==> config.mk <==
export PLATFORM = sky130hd
export DESIGN_NAME = bba_ctrl
export DESIGN_NICKNAME = d
export VERILOG_FILES = /design/src/bba_pkg.sv /design/src/bba_ctrl.sv
export SDC_FILE = /design/constraint.sdc
export NUM_CORES = 1
export LEC_CHECK = 0
export BUFFER_PORTS_ARGS = -buffer_cell sky130_fd_sc_hd__buf_2
export CORE_MARGIN = 2
export CORE_UTILIZATION = 55
export DETAILED_ROUTE_END_ITERATION = 7
export PLACE_DENSITY = 0.78
export RECOVER_POWER = 25
export SYNTH_ARGS = -nofsm -noshare
export SYNTH_HDL_FRONTEND = slang
export SYNTH_SLANG_ARGS = --single-unit
==> constraint.sdc <==
create_clock -name clk -period 2.3 [get_ports clk]
set_input_delay 0.46 -clock clk [delete_from_list [all_inputs] [get_ports clk]]
set_output_delay 0.46 -clock clk [all_outputs]
set_load 0.02 [all_outputs]
==> src/bba_pkg.sv <==
`timescale 1ns / 1ps
// ----------------------------------------------------------------------------
// bba_pkg
// Shared types, constants and helpers for the buddy block allocator.
// ----------------------------------------------------------------------------
package bba_pkg;

  localparam int MIN_BLOCK_LOG2 = 4;
  localparam int HEAP_LOG2      = 20;

  localparam int REQ_W   = 32;
  localparam int OFF_W   = 20;
  localparam int GLVL_W  = 5;
  localparam int HEAP_W  = 21;
  localparam int HDR_W   = 7;
  localparam int TAG_W   = 5;
  localparam int APB_DW  = 32;
  localparam int APB_AW  = 3;

  localparam logic [HEAP_W-1:0] HEAP_RESET = 21'd1048576;
  localparam logic [HDR_W-1:0]  HDR_RESET  = 7'd24;

  localparam logic KIND_ALLOC = 1'b0;
  localparam logic KIND_FREE  = 1'b1;

  localparam logic [1:0] ST_ALLOC   = 2'd0;
  localparam logic [1:0] ST_FREED   = 2'd1;
  localparam logic [1:0] ST_NOSPACE = 2'd2;
  localparam logic [1:0] ST_BADFREE = 2'd3;

  localparam logic REG_HEAP = 1'b0;
  localparam logic REG_HDR  = 1'b1;

  typedef struct packed {
    logic              kind;
    logic [REQ_W-1:0]  request_bytes;
    logic [OFF_W-1:0]  block_offset;
  } in_t;

  typedef struct packed {
    logic [1:0]        status;
    logic [OFF_W-1:0]  granted_offset;
    logic [GLVL_W-1:0] granted_level;
  } out_t;

  typedef enum logic [3:0] {
    OP_CLR, OP_TOPW, OP_IDLE, OP_PREP, OP_SCAN_RD, OP_SCAN_CHK, OP_SPLIT_RD,
    OP_SPLIT_WR, OP_TAG, OP_FCHK1, OP_FCHK2, OP_MRD, OP_MCHK, OP_SET_RD,
    OP_SET_WR, OP_FIN
  } op_t;

  typedef struct packed {
    op_t op;
  } cmd_t;

  typedef struct packed {
    logic heap_wr;
    logic clr_last;
    logic in_acc;
    logic in_kind;
    logic prep_fail;
    logic scan_hit;
    logic scan_last;
    logic split_done;
    logic fchk1_fail;
    logic fchk2_fail;
    logic merge_more;
    logic merge_hit;
    logic out_free;
  } sts_t;

  // number of usable levels for a given heap size
  function automatic logic [5:0] active_levels_of(logic [HEAP_W-1:0] heap,
                                                 int min_l2, int top);
    logic [5:0] lg;
    logic [5:0] a;
    lg = '0;
    a  = '0;
    for (int i = 0; i < HEAP_W; i++) begin
      if (heap[i]) lg = 6'(i);
    end
    if (heap != '0 && lg >= 6'(min_l2)) begin
      a = lg - 6'(min_l2) + 6'd1;
      if (a > 6'(top + 1)) a = 6'(top + 1);
    end
    return a;
  endfunction

endpackage

==> src/bba_ctrl.sv <==
`timescale 1ns / 1ps
// ----------------------------------------------------------------------------
// bba_ctrl
// Sequencer: steps the datapath through clear, allocate and free flows.
// ----------------------------------------------------------------------------
module bba_ctrl (
  input  logic          clk,
  input  logic          rst,
  input  bba_pkg::sts_t sts,
  output bba_pkg::cmd_t cmd
);

  typedef enum logic [15:0] {
    S_CLR      = 16'h0001,
    S_TOPW     = 16'h0002,
    S_IDLE     = 16'h0004,
    S_PREP     = 16'h0008,
    S_SCAN_RD  = 16'h0010,
    S_SCAN_CHK = 16'h0020,
    S_SPLIT_RD = 16'h0040,
    S_SPLIT_WR = 16'h0080,
    S_TAG      = 16'h0100,
    S_FCHK1    = 16'h0200,
    S_FCHK2    = 16'h0400,
    S_MRD      = 16'h0800,
    S_MCHK     = 16'h1000,
    S_SET_RD   = 16'h2000,
    S_SET_WR   = 16'h4000,
    S_FIN      = 16'h8000
  } state_t;

  state_t state, state_next;

  always_ff @(posedge clk) begin
    if (rst) begin
      state <= S_CLR;
    end else begin
      state <= state_next;
    end
  end

  always_comb begin
    state_next = state;
    case (state)
      S_CLR:      if (sts.clr_last) state_next = S_TOPW;
      S_TOPW:     state_next = S_IDLE;
      S_IDLE: begin
        if (sts.in_acc) begin
          state_next = (sts.in_kind == bba_pkg::KIND_FREE) ? S_FCHK1 : S_PREP;
        end
      end
      S_PREP:     state_next = sts.prep_fail ? S_FIN : S_SCAN_RD;
      S_SCAN_RD:  state_next = S_SCAN_CHK;
      S_SCAN_CHK: begin
        if (sts.scan_hit) state_next = S_SPLIT_RD;
        else if (sts.scan_last) state_next = S_FIN;
        else state_next = S_SCAN_RD;
      end
      S_SPLIT_RD: state_next = sts.split_done ? S_TAG : S_SPLIT_WR;
      S_SPLIT_WR: state_next = S_SPLIT_RD;
      S_TAG:      state_next = S_FIN;
      S_FCHK1:    state_next = sts.fchk1_fail ? S_FIN : S_FCHK2;
      S_FCHK2:    state_next = sts.fchk2_fail ? S_FIN : S_MRD;
      S_MRD:      state_next = sts.merge_more ? S_MCHK : S_SET_RD;
      S_MCHK:     state_next = sts.merge_hit ? S_MRD : S_SET_RD;
      S_SET_RD:   state_next = S_SET_WR;
      S_SET_WR:   state_next = S_FIN;
      S_FIN:      if (sts.out_free) state_next = S_IDLE;
      default:    state_next = S_CLR;
    endcase
    // a heap resize restarts the clearing pass
    if (sts.heap_wr) state_next = S_CLR;
  end

  always_comb begin
    case (state)
      S_CLR:      cmd.op = bba_pkg::OP_CLR;
      S_TOPW:     cmd.op = bba_pkg::OP_TOPW;
      S_IDLE:     cmd.op = bba_pkg::OP_IDLE;
      S_PREP:     cmd.op = bba_pkg::OP_PREP;
      S_SCAN_RD:  cmd.op = bba_pkg::OP_SCAN_RD;
      S_SCAN_CHK: cmd.op = bba_pkg::OP_SCAN_CHK;
      S_SPLIT_RD: cmd.op = bba_pkg::OP_SPLIT_RD;
      S_SPLIT_WR: cmd.op = bba_pkg::OP_SPLIT_WR;
      S_TAG:      cmd.op = bba_pkg::OP_TAG;
      S_FCHK1:    cmd.op = bba_pkg::OP_FCHK1;
      S_FCHK2:    cmd.op = bba_pkg::OP_FCHK2;
      S_MRD:      cmd.op = bba_pkg::OP_MRD;
      S_MCHK:     cmd.op = bba_pkg::OP_MCHK;
      S_SET_RD:   cmd.op = bba_pkg::OP_SET_RD;
      S_SET_WR:   cmd.op = bba_pkg::OP_SET_WR;
      S_FIN:      cmd.op = bba_pkg::OP_FIN;
      default:    cmd.op = bba_pkg::OP_CLR;
    endcase
  end

endmodule

==> summary.log <==
qor: global_routing.grt_antenna_before_repair 0
qor: final_layout.nNetsFinal 197
qor: final_layout.reg.largest.list state x16
qor: global_routing.overflow 0
qor: timing.fmax 398 MHz
qor: floorplan.die_h 49.7 um
qor: timing.finalSetupViolations 4
qor: cts.cts_tree done
qor: synth.post_synth_inst_count 143
qor: pwr.vdd.ir_drop.worst 0.265 mV
qor: synth.synth_flop_cell sky130_fd_sc_hd__dfxtp_1
qor: drt.detailed_route_drc_error_count 0
qor: synth.synth-async-reset-ratio 0
qor: place.count_of_input_and_output_buffers 18
qor: final_layout.antenna_cells 0
qor: timing.report.final.hold_viol_count 0
qor: drt.detail_route.vias_per_cell 6.18
qor: synth.ys_ff_latch 16
qor: min_path.holdCritPathClass input port to register
qor: cts.insertion_delay 290 ps
qor: critical_path.critPathKind register to output pin
qor: synth.synth.yosys.seq_area_share 0.279
qor: pwr.p_per_area 325 mW/mm^2
qor: final_layout.layout-area-overhead-vs-synth 34.2%
qor: floorplan.io_pins 19
qor: critical_path.rr_worst_depth 7
qor: drt.vias 1280
qor: cts.clock-sinks 16
qor: synth.synth-edff-count 0
qor: drt.antenna_violating_nets_post_route 0
qor: timing.timing_worst_slew_pin_value 505 ps
qor: synth.mappedNetlistNets 158
qor: final_layout.drive_above_1_share 0.389
qor: drt.routed_wl 3530 um
qor: drt.number_of_iterations_in_the_first_detailed_routing_pass 4
qor: critical_path.crit_path_start_kind register
qor: timing.rsz0062_at_grt true
qor: timing.post-route-worst-setup-slack -214 ps
qor: job.max_cap_violation_count 0
qor: critical_path.reg2reg_slack 410 ps
qor: critical_path.critical_path.reg2reg.endpoint state[0]$_SDFFE_PP1P_
qor: run_status.violations_in_the_final_reports setup timing
qor: critical_path.critPathLaunch state[13]$_SDFFE_PP0P_
qor: place.hpwl_after_dpl 2380 um
qor: drt.initialDrtViolationCount 79
qor: synth.synth.distinct_cells 45
qor: floorplan.core-area 0.00196 mm^2
qor: min_path.hold_depth 2
qor: critical_path.arrival_time_at_the_worst_endpoint 2050 ps
qor: floorplan.initial_core_util 0.584
qor: min_path.hp-start sts[9]
qor: critical_path.endpoint_kind output pin
qor: final_layout.fillers 143
qor: synth.synth_area_per_cell 8.01 um^2
qor: critical_path.cp_max_fo 3
qor: cts.cts.reportedPaths.clkPinSlew 100 ps
qor: timing.totalNegativeSetupSlack -549 ps
qor: global_routing.grtUsageTotal 0.280
qor: floorplan.std_cell_rows 16
qor: cts.ctsHtreeMaxLevel 1
qor: timing.post-route-period-util 1.09
qor: pwr.power.leakage 0.620 nW
qor: global_routing.grt_max_degree 11
qor: critical_path.r2r_start state[12]$_SDFFE_PP0P_
qor: min_path.holdPathEnd state[3]$_SDFFE_PP0P_
qor: run_status.run_status finished with violations
qor: cts.cts_made_buffers 3
qor: timing.whs 325 ps
qor: drt.avgRoutedWirePerCell 17.1 um
qor: floorplan.die-width 49.7 um
qor: cts.max-clock-path-buffers 2
qor: place.gpl.final_weighted_congestion 0.874
qor: critical_path.critical_path_required 1840 ps
qor: floorplan.dieArea 0.00247 mm^2
qor: synth.yosys_warnings 0
qor: cts.cts_root_buffer sky130_fd_sc_hd__clkbuf_4
qor: pwr.power 0.499 mW
qor: final_layout.top_register state
qor: global_routing.grt_first_pass_wirelength 5240 um
qor: timing.final-max-slew-violation-count 0
qor: final_layout.largest_register_ffs 16
qor: timing.relSlewSlack 0.659
qor: synth.mapped_area 0.00115 mm^2
qor: global_routing.vias_in_the_first_global_route 1160
qor: timing.finClkSkew 5.09 ps
qor: timing.period_minus_slack 2510 ps
## timing repair
item	in CTS	in global routing
pin swaps	5	6
resized for setup	16	14
endpoints found under the setup margin	4	4
hold buffers	0	0
setup buffers	3	6
## power by group
part           switching (mW)  internal, mW  leakage [nW]
combinational          0.0329        0.0301         0.474
sequential            0.00238         0.276         0.133
clock                  0.0966        0.0610        0.0138
total                   0.132         0.368         0.620
## stage by stage
step                area [um^2]  std cells  worst slack [ps]   util
detailed placement         1340        195              90.3  0.681
global route               1540        207              -253  0.784
global placement           1340        195               132  0.681
floorplan                  1150        143               154      -
finish                     1540        207              -214  0.784
CTS                        1440        201              -178  0.735
## cells in the final DEF, fill, tap and decap left out, drive strengths merged, types with 5 or more instances in the layout
cell type  instances
buf               41
inv                5
a21oi              7
nand2             10
nor2              20
and3               5
nor4              10
dfxtp             16
nand3              5
## cell type report
| cell class | instances | area [um^2] | share of cell area |
|---|---|---|---|
| clock buffers | 3 | 22.5 | 0.0146 |
| inverters | 5 | 18.8 | 0.0122 |
| multi-input cells | 114 | 842 | 0.548 |
| flip-flops and latches | 16 | 333 | 0.216 |
| well taps | 27 | 33.8 | 0.0220 |
| repair buffers | 42 | 288 | 0.187 |
## cells in the mapped netlist (4+ instances only)
library cell	count	area share
sky130_fd_sc_hd__xor2_1	4	0.031
sky130_fd_sc_hd__and3_1	4	0.022
sky130_fd_sc_hd__nand2_1	10	0.033
sky130_fd_sc_hd__nor4_1	6	0.033
sky130_fd_sc_hd__a21oi_1	7	0.031
sky130_fd_sc_hd__and4_1	4	0.031
sky130_fd_sc_hd__nor2_1	20	0.066
sky130_fd_sc_hd__nand2b_1	4	0.022
sky130_fd_sc_hd__nand3_1	5	0.022
sky130_fd_sc_hd__xnor2_1	4	0.031
sky130_fd_sc_hd__nor3b_1	4	0.026
sky130_fd_sc_hd__inv_1	5	0.016
sky130_fd_sc_hd__dfxtp_1	16	0.28
sky130_fd_sc_hd__nor2b_1	4	0.022
sky130_fd_sc_hd__nand4_1	4	0.022
## critical path, stage by stage (launching register included)
cell and delay (ps):
sky130_fd_sc_hd__dfxtp_4 370, sky130_fd_sc_hd__or4_4 560, sky130_fd_sc_hd__nor4_4 290, sky130_fd_sc_hd__and3_4 230, sky130_fd_sc_hd__nor3_2 40, sky130_fd_sc_hd__o2111ai_1 90
sky130_fd_sc_hd__buf_4 190
## cell families (layout without fill, tap and decap cells)
group / after synthesis / count (layout) / share of synthesized area
simple gates: 85 / 85 / 0.472
xor+xnor: 8 / 8 / 0.0611
buf+inv: 13 / 50 / 0.0568
compound gates: 21 / 21 / 0.131
flops: 16 / 16 / 0.279
## worst max-delay path by stage
stage                     slack, ps  cells past startpoint  endpoint
after floorplan                 150                      6    cmd[0]
after detailed placement         90                      6    cmd[0]
after global routing           -250                      6    cmd[0]
final                          -210                      6    cmd[0]
after CTS                      -180                      6    cmd[0]
after global placement          130                      6    cmd[0]
## layer usage
metal,share of wire,vias to the layer above,routed length (um),track usage
met1,0.41,600,1450,0.366
met3,0.076,9,269,0.0455
met4,0.013,0,46,0.0833
met5,0,-,0,0
met2,0.50,68,1770,0.471
li1,-,603,-,-
Note: power is estimated with default switching activity, not from simulation.
